===== config.mk =====
export PLATFORM = sky130hd
export DESIGN_NAME = low_rank_strict_upper_matvec_core
export DESIGN_NICKNAME = d
export VERILOG_FILES = /design/src/hw/rtl/lrsumv_pkg.sv /design/src/hw/rtl/lrsumv_dpath.sv /design/src/hw/rtl/lrsumv_ctrl.sv /design/src/hw/rtl/low_rank_strict_upper_matvec_core.sv
export SDC_FILE = /design/constraint.sdc
export NUM_CORES = 2
export LEC_CHECK = 0
export BUFFER_PORTS_ARGS = -buffer_cell sky130_fd_sc_hd__buf_2
export CAP_MARGIN = 20
export CORE_MARGIN = 2
export CORE_UTILIZATION = 45
export CTS_BUF_LIST = sky130_fd_sc_hd__clkbuf_4
export DETAILED_ROUTE_END_ITERATION = 12
export HOLD_SLACK_MARGIN = 0.05
export PLACE_DENSITY = 0.65
export SETUP_SLACK_MARGIN = 0.02
export SLEW_MARGIN = 25
export SYNTH_ARGS = -nofsm -noshare
export SYNTH_HDL_FRONTEND = slang
export SYNTH_HIERARCHICAL = 1
export SYNTH_SLANG_ARGS = --single-unit

===== constraint.sdc =====
create_clock -name i_clk -period 7.7 [get_ports i_clk]
set_input_delay 0.77 -clock i_clk [delete_from_list [all_inputs] [get_ports i_clk]]
set_output_delay 0.77 -clock i_clk [all_outputs]
set_load 0.01 [all_outputs]

===== src/hw/rtl/lrsumv_pkg.sv =====
package lrsumv_pkg;

    // Field and storage widths.
    localparam int VAL_W = 16;
    localparam int SUF_W = 40;
    localparam int ROW_W = 48;

    // Parameter defaults.
    localparam int RANK_DEF = 16;
    localparam int FRAC_DEF = 12;

    typedef struct packed {
        logic signed [VAL_W-1:0] u_value;
        logic signed [VAL_W-1:0] v_value;
        logic signed [VAL_W-1:0] d_value;
        logic signed [VAL_W-1:0] x_value;
        logic                    first_row;
        logic                    last_in_row;
    } t_in_item;

    typedef struct packed {
        logic signed [ROW_W-1:0] row_result;
        logic                    saturated;
    } t_out_item;

    // Commands from the controller to the datapath.
    typedef struct packed {
        logic load;
        logic mul;
        logic commit;
    } t_cmd;

    // Status from the datapath to the controller.
    typedef struct packed {
        logic last;
    } t_sts;

endpackage


===== src/hw/rtl/lrsumv_dpath.sv =====
module lrsumv_dpath #(
    parameter int RANK = lrsumv_pkg::RANK_DEF,
    parameter int FRAC = lrsumv_pkg::FRAC_DEF
) (
    input  logic                  i_clk,
    input  logic                  i_rst_n,
    input  lrsumv_pkg::t_cmd      i_cmd,
    input  lrsumv_pkg::t_in_item  i_in_item,
    output lrsumv_pkg::t_sts      o_sts,
    output lrsumv_pkg::t_out_item o_out_item
);
    import lrsumv_pkg::*;

    localparam int IDX_W = (RANK > 1) ? $clog2(RANK) : 1;
    localparam logic [IDX_W-1:0] IDX_LAST = IDX_W'(RANK - 1);

    localparam int DV_W   = 2 * VAL_W;          // d*v
    localparam int DVX_W  = 3 * VAL_W;          // d*v*x
    localparam int US_W   = VAL_W + SUF_W;      // u*s
    localparam int USR_W  = US_W + 1;           // u*s plus rounding carry
    localparam int DVXR_W = DVX_W + 1;
    localparam int ASUM_W = USR_W + 1;
    localparam int SSUM_W = DVXR_W + 1;

    // Half an output LSB; zero when there are no fraction bits.
    localparam logic signed [USR_W-1:0]  US_RND  = (USR_W'(1) << FRAC) >> 1;
    localparam logic signed [DVXR_W-1:0] DVX_RND = (DVXR_W'(1) << (2 * FRAC)) >> 1;

    localparam logic signed [ROW_W-1:0] ACC_MAX = {1'b0, {(ROW_W-1){1'b1}}};
    localparam logic signed [ROW_W-1:0] ACC_MIN = {1'b1, {(ROW_W-1){1'b0}}};
    localparam logic signed [SUF_W-1:0] SUF_MAX = {1'b0, {(SUF_W-1){1'b1}}};
    localparam logic signed [SUF_W-1:0] SUF_MIN = {1'b1, {(SUF_W-1){1'b0}}};

    logic signed [SUF_W-1:0] r_mem [RANK];

    logic [IDX_W-1:0]        r_idx;
    logic                    r_in_first;
    logic                    r_clip;
    logic signed [ROW_W-1:0] r_acc;

    logic signed [SUF_W-1:0] r_rd;
    logic signed [VAL_W-1:0] r_u;
    logic signed [VAL_W-1:0] r_x;
    logic signed [DV_W-1:0]  r_dv;
    logic                    r_last;
    logic signed [SUF_W-1:0] r_s;
    logic signed [US_W-1:0]  r_us;
    logic signed [DVX_W-1:0] r_dvx;
    t_out_item               r_out;

    logic signed [SUF_W-1:0]  w_s;
    logic signed [USR_W-1:0]  w_us_rnd;
    logic signed [USR_W-1:0]  w_us_term;
    logic signed [ASUM_W-1:0] w_acc_sum;
    logic                     w_acc_ovf;
    logic signed [ROW_W-1:0]  w_acc_new;
    logic signed [DVXR_W-1:0] w_dvx_rnd;
    logic signed [DVXR_W-1:0] w_dvx_term;
    logic signed [SSUM_W-1:0] w_suf_sum;
    logic                     w_suf_ovf;
    logic signed [SUF_W-1:0]  w_suf_new;
    logic                     w_clip_any;
    logic [IDX_W-1:0]         w_idx_next;

    // The first row reads the suffix sums as zero.
    assign w_s = r_in_first ? '0 : r_rd;

    always_comb begin
        w_us_rnd   = USR_W'(r_us) + US_RND;
        w_us_term  = w_us_rnd >>> FRAC;
        w_acc_sum  = ASUM_W'(r_acc) + ASUM_W'(w_us_term);
        w_acc_ovf  = (w_acc_sum[ASUM_W-1:ROW_W-1] != {(ASUM_W-ROW_W+1){w_acc_sum[ASUM_W-1]}});
        if (w_acc_ovf) begin
            w_acc_new = w_acc_sum[ASUM_W-1] ? ACC_MIN : ACC_MAX;
        end else begin
            w_acc_new = w_acc_sum[ROW_W-1:0];
        end

        w_dvx_rnd  = DVXR_W'(r_dvx) + DVX_RND;
        w_dvx_term = w_dvx_rnd >>> (2 * FRAC);
        w_suf_sum  = SSUM_W'(r_s) + SSUM_W'(w_dvx_term);
        w_suf_ovf  = (w_suf_sum[SSUM_W-1:SUF_W-1] != {(SSUM_W-SUF_W+1){w_suf_sum[SSUM_W-1]}});
        if (w_suf_ovf) begin
            w_suf_new = w_suf_sum[SSUM_W-1] ? SUF_MIN : SUF_MAX;
        end else begin
            w_suf_new = w_suf_sum[SUF_W-1:0];
        end

        w_clip_any = r_clip | w_acc_ovf | w_suf_ovf;
        w_idx_next = (r_idx == IDX_LAST) ? '0 : r_idx + IDX_W'(1);
    end

    // Suffix sum memory: one read at item load, one write at commit.
    always_ff @(posedge i_clk) begin
        if (i_cmd.load) begin
            r_rd <= r_mem[r_idx];
        end
        if (i_cmd.commit) begin
            r_mem[r_idx] <= w_suf_new;
        end
    end

    // Payload pipeline registers.
    always_ff @(posedge i_clk) begin
        if (i_cmd.load) begin
            r_u    <= i_in_item.u_value;
            r_x    <= i_in_item.x_value;
            r_last <= i_in_item.last_in_row;
            r_dv   <= i_in_item.d_value * i_in_item.v_value;
        end
        if (i_cmd.mul) begin
            r_s   <= w_s;
            r_us  <= r_u * w_s;
            r_dvx <= r_dv * r_x;
        end
        if (i_cmd.commit && r_last) begin
            r_out.row_result <= w_acc_new;
            r_out.saturated  <= w_clip_any;
        end
    end

    // Row state.
    always_ff @(posedge i_clk) begin
        if (!i_rst_n) begin
            r_idx      <= '0;
            r_in_first <= 1'b0;
            r_clip     <= 1'b0;
            r_acc      <= '0;
        end else begin
            if (i_cmd.load && (r_idx == '0)) begin
                r_in_first <= i_in_item.first_row;
            end
            if (i_cmd.commit) begin
                if (r_last) begin
                    r_acc  <= '0;
                    r_clip <= 1'b0;
                    r_idx  <= '0;
                end else begin
                    r_acc  <= w_acc_new;
                    r_clip <= w_clip_any;
                    r_idx  <= w_idx_next;
                end
            end
        end
    end

    assign o_sts.last = r_last;
    assign o_out_item = r_out;

endmodule


===== src/hw/rtl/lrsumv_ctrl.sv =====
module lrsumv_ctrl (
    input  logic             i_clk,
    input  logic             i_rst_n,
    input  logic             i_in_valid,
    output logic             o_in_ready,
    output logic             o_out_valid,
    input  logic             i_out_ready,
    input  lrsumv_pkg::t_sts i_sts,
    output lrsumv_pkg::t_cmd o_cmd
);
    import lrsumv_pkg::*;

    typedef enum logic [1:0] {
        ST_IDLE,
        ST_MUL,
        ST_ACC
    } t_state;

    t_state r_state;
    t_state n_state;
    logic   r_in_ready;
    logic   n_in_ready;
    logic   r_out_valid;
    logic   n_out_valid;

    always_comb begin
        o_cmd.load   = i_in_valid && r_in_ready;
        o_cmd.mul    = (r_state == ST_MUL);
        // A row end waits until the result register is free.
        o_cmd.commit = (r_state == ST_ACC) &&
                       (!i_sts.last || !r_out_valid || i_out_ready);

        n_state     = r_state;
        n_in_ready  = r_in_ready;
        n_out_valid = r_out_valid;
        if (r_out_valid && i_out_ready) begin
            n_out_valid = 1'b0;
        end
        case (r_state)
            ST_IDLE: begin
                if (o_cmd.load) begin
                    n_state    = ST_MUL;
                    n_in_ready = 1'b0;
                end
            end
            ST_MUL: begin
                n_state = ST_ACC;
            end
            ST_ACC: begin
                if (o_cmd.commit) begin
                    n_state    = ST_IDLE;
                    n_in_ready = 1'b1;
                    if (i_sts.last) begin
                        n_out_valid = 1'b1;
                    end
                end
            end
            default: begin
                n_state    = ST_IDLE;
                n_in_ready = 1'b1;
            end
        endcase
    end

    always_ff @(posedge i_clk) begin
        if (!i_rst_n) begin
            r_state     <= ST_IDLE;
            r_in_ready  <= 1'b1;
            r_out_valid <= 1'b0;
        end else begin
            r_state     <= n_state;
            r_in_ready  <= n_in_ready;
            r_out_valid <= n_out_valid;
        end
    end

    assign o_in_ready  = r_in_ready;
    assign o_out_valid = r_out_valid;

    a_one_at_a_time: assert property (@(posedge i_clk) disable iff (!i_rst_n)
        o_cmd.load |=> !o_in_ready && (r_state == ST_MUL))
        else $error("item accepted while another is in flight");

    a_result_follows_row_end: assert property (@(posedge i_clk) disable iff (!i_rst_n)
        o_cmd.commit && i_sts.last |=> o_out_valid)
        else $error("row end did not raise a result");

    a_no_overwrite: assert property (@(posedge i_clk) disable iff (!i_rst_n)
        o_cmd.commit && i_sts.last |-> !o_out_valid || i_out_ready)
        else $error("result register overwritten while full");

    a_ready_only_idle: assert property (@(posedge i_clk) disable iff (!i_rst_n)
        o_in_ready |-> (r_state == ST_IDLE))
        else $error("ready raised outside idle");

endmodule


===== src/hw/rtl/low_rank_strict_upper_matvec_core.sv =====
// Strictly upper-triangular low-rank matrix-vector product engine.
//
// Each input item carries one rank element of one row: u, v, d, the row's
// x entry, a first-row flag and a last-element flag. Rows are fed from the
// last matrix row to the first. For every item the engine adds u*s to the
// row's dot accumulator and adds d*v*x to the stored suffix sum s of that
// rank position. On the last element of a row one result item leaves on the
// output channel: the row's z value, saturated to 48 bits, and a flag that
// tells whether any add of that row clipped. Results appear in reverse row
// order. Both channels use a valid/ready handshake.
//
// Each item passes the stages accept (suffix sum read and d*v), multiply
// (u*s and d*v*x), accumulate and suffix write-back. A suffix entry's
// read-modify-write spans those stages, so the next item is accepted only
// after that write-back. A result becomes valid the cycle after the third
// stage of the row's last item. Results sit in an output register, so a
// stalled receiver blocks only the next row end, which waits in its last
// stage until the register is free. Reset clears the row state and the
// channels; suffix sums hold nothing until the first row writes them.
module low_rank_strict_upper_matvec_core #(
    parameter int RANK = lrsumv_pkg::RANK_DEF,
    parameter int FRAC = lrsumv_pkg::FRAC_DEF
) (
    input  logic                  i_clk,
    input  logic                  i_rst_n,
    input  logic                  i_in_valid,
    output logic                  o_in_ready,
    input  lrsumv_pkg::t_in_item  i_in_item,
    output logic                  o_out_valid,
    input  logic                  i_out_ready,
    output lrsumv_pkg::t_out_item o_out_item
);
    import lrsumv_pkg::*;

    // Commands and status between controller and datapath.
    t_cmd w_cmd;
    t_sts w_sts;

    // The controller sequences each item through its three stages and owns
    // both handshakes.
    lrsumv_ctrl u_ctrl (
        .i_clk       (i_clk),
        .i_rst_n     (i_rst_n),
        .i_in_valid  (i_in_valid),
        .o_in_ready  (o_in_ready),
        .o_out_valid (o_out_valid),
        .i_out_ready (i_out_ready),
        .i_sts       (w_sts),
        .o_cmd       (w_cmd)
    );

    // The datapath holds the suffix sum memory, the multipliers, the
    // accumulator and the result register.
    lrsumv_dpath #(
        .RANK (RANK),
        .FRAC (FRAC)
    ) u_dpath (
        .i_clk      (i_clk),
        .i_rst_n    (i_rst_n),
        .i_cmd      (w_cmd),
        .i_in_item  (i_in_item),
        .o_sts      (w_sts),
        .o_out_item (o_out_item)
    );

endmodule


==> impl_metrics.json <==
{
  "cts_buffer_depth": 3,
  "fillers": 17399,
  "crit_fanout": 13,
  "htreeDepth": 4,
  "dp_hpwl_um": 158700,
  "hold_viol": 0,
  "critPathArrivalTime_ns": 8.37,
  "min-delay-start": "i_in_item[0]",
  "final.min_clock_period_ns": 7.327,
  "detail-route-antenna-nets": 0,
  "met3_usage_pct": 3.587,
  "async_flop_share_pct": 0,
  "drtIter0Drc": 4766,
  "num_io_pins": 121,
  "final_common_cell": "inv_1",
  "cts.sinks": 962,
  "synth.area.top_cells": "edfxtp_1 31%, fa_1 30%, inv_1 6.6%, ha_1 5.8%, mux4_2 5.1%",
  "fin_setup_tns_ns": 0,
  "drtPass1Iterations": 6,
  "rr_startpoint": "u_dpath/r_in_first$_SDFFE_PN0P_",
  "setup.worst_path.end_class": "flop",
  "cts_buffers": 241,
  "grt_use_met2_pct": 37.22,
  "die_area_um2": 200800,
  "num_vias": 58649,
  "grt_pass1_wl_um": 350000,
  "crit_required_ns": 8.74,
  "drc": 0,
  "hp-class": "in -> reg",
  "fmax_mhz": 136.5,
  "die_w_um": 448.1,
  "layout-drive-gt1-share_pct": 11.89,
  "clock_skew_ns": 0.1108,
  "setup_viol": 0,
  "worst_pin_slew_ns": 1.035,
  "synth_edf_count": 904,
  "gp_congestion": 0.9081,
  "cap_violations": 0,
  "slew_viol_final": 0,
  "antenna_found_initial": 8,
  "ys.warnings.count": 6,
  "syn_area_um2": 88730,
  "worstSetupPathType": "reg -> reg",
  "grt.busiest_layer": "met2",
  "synthFlopType": "edfxtp_1",
  "fin_crit_sh_pct": 95.16,
  "met1_usage_pct": 30.72,
  "synth-seq-area-share_pct": 31.90,
  "synth_cells": 7846,
  "rows": 162,
  "clkLatencyLatePin_ns": 1.33,
  "outcome": "finished, final reports clean",
  "grt_pass1_vias": 62165,
  "final_cell_mix": "1559 x inv_1, 1346 x fa_1, 1059 x nand2_1",
  "yosys.area.top_type": "edfxtp_1",
  "portBuffers": 120,
  "root_buffer": "clkbuf_4",
  "rsz0062_at_grt": "false",
  "clkTransAtPathRegs_ns": 0.07,
  "routed_via_density": 5.339,
  "cts_tree": "yes",
  "startpoint": "u_dpath/r_in_first$_SDFFE_PN0P_",
  "die_height_um": 448.1,
  "netlist.area_leader.share_pct": 30.59,
  "slew_headroom_pct": 31.01,
  "ys_ff_latch": 962,
  "syn-num-nets": 9676,
  "start_util_pct": 45.41,
  "routed_wl_um": 222800,
  "grt_max_degree": 97,
  "coreArea_um2": 195400,
  "area_growth_pct": 9.770,
  "grtUsageTotal_pct": 22.57,
  "synth.avg_cell_area_um2": 11.31,
  "wire_per_inst_um": 20.28,
  "final_nets": 9995,
  "cp-start-kind": "flop",
  "grt_overflow": 0,
  "synth_cell_types": 78
}
[timing repair]
item | CTS | global route
endpoints found under the setup margin | 0 | 14
setup buffers | 0 | 60
resized for setup | 0 | 10
hold buffers | 49 | 0
hold endpoints to repair | 45 | 0
[cells by family after synthesis]
group                      Yosys count  share of synthesized area [%]
adders and majority gates         1764                          36.25
AOI/OAI and AO/OA                  696                          5.034
DFF                                962                          31.90
xor gates and xnor gates           270                          2.665
and+or+nand+nor                   2056                          11.00
buffers and inverters             1894                          8.026
muxes                              204                          5.123
[final timing paths]
path,endpoint,slack [ns],depth (start not counted)
worst max-delay path,u_dpath/r_us[53]$_DFFE_PP_,0.37,26
worst min-delay path,u_dpath/o_sts$_DFFE_PP_,0.20,2
worst max register to register,u_dpath/r_us[53]$_DFFE_PP_,0.37,26
worst min register to register,u_dpath/r_acc[41]$_SDFFE_PN0P_,0.48,2
[routing by layer]
metal | routed length [um] | vias to the layer above
li1 | - | 25884
met1 | 92920 | 30131
met2 | 107100 | 2256
met3 | 16180 | 370
met4 | 6568 | 8
met5 | 37 | -
[cell usage after synthesis, drive strengths merged (6+ instances only)]
cell	number
and2	483
mux4	200
a31oi	21
o21a	19
a21o	93
edfxtp	904
nand2	1059
nor3	30
or2	6
o21bai	23
fa	1346
and3	44
o211ai	55
nor4	8
or3	13
nand4	41
inv	1559
buf	24
clkbuf	309
ha	414
a21oi	192
and4	10
nand3b	7
o31a	7
nand3	71
a211oi	19
xor2	80
a211o	12
xnor2	190
o31ai	10
nor2	158
nand2b	56
a221oi	7
dfxtp	58
a21boi	6
nor2b	61
o21ai	166
o221ai	8
[worst max-delay path, cell delays in order, from the launching register on]
cell	delay [ns]
dfxtp_4	0.40
buf_4	0.18
nor2b_2	0.42
buf_4	0.33
nand2_1	0.10
fa_1	0.51
inv_1	0.06
fa_1	0.54
inv_1	0.06
fa_1	0.49
inv_1	0.05
fa_1	0.50
fa_1	0.50
inv_1	0.05
fa_1	0.48
inv_1	0.05
ha_1	0.38
nand4_1	0.17
nor3_1	0.09
a21oi_1	0.13
o31ai_1	0.16
or3b_2	0.50
o211ai_1	0.31
nand2_1	0.17
a21o_1	0.23
a21oi_1	0.17
xnor2_1	0.07
[sequential cells by signal, summed over array words and instances (netlist names)]
register and cells:
u_dpath/r_mem 640, u_dpath/o_out_item 49, u_dpath/r_acc 48, u_dpath/r_us 45, u_dpath/r_rd 40, u_dpath/r_s 40, u_dpath/r_dv 32, u_dpath/r_dvx 25
u_dpath/r_u 16, u_dpath/r_x 16, u_dpath/r_idx 4, u_ctrl/r_state 2, u_ctrl/o_in_ready 1, u_ctrl/o_out_valid 1, u_dpath/o_sts 1, u_dpath/r_clip 1
u_dpath/r_in_first 1
[layout make-up]
type | instances | area (um2) | area share, %
Sequential cell | 962 | 28320 | 29.07
Multi-Input combinational cell | 4990 | 53410 | 54.83
Clock inverter | 102 | 738.2 | 0.7579
Inverter | 1561 | 5861 | 6.017
Timing Repair Buffer | 409 | 3304 | 3.393
Clock buffer | 329 | 2470 | 2.536
Tap cell | 2624 | 3283 | 3.371
Antenna cell | 9 | 22.52 | 0.02312
[per-stage QoR]
step           util, %  cell area [um2]  instances  setup slack (ns)  hold WS [ns]
3_5_place_dp     47.59            92980      10437           0.04348        0.4707
6_report         49.85            97400      10986            0.3727        0.1956
4_1_cts          49.48            96680      10917           0.07336       0.05161
3_3_place_gp     47.58            92970      10437           0.07339        0.4589
2_1_floorplan        -            88730       7846            0.4955        0.4472
5_1_grt          49.85            97400      10985           0.04022       0.08015
Power is left out: the tool's default activity adds up to more than one toggle a clock period on the data nets, which glitch-free logic cannot reach.
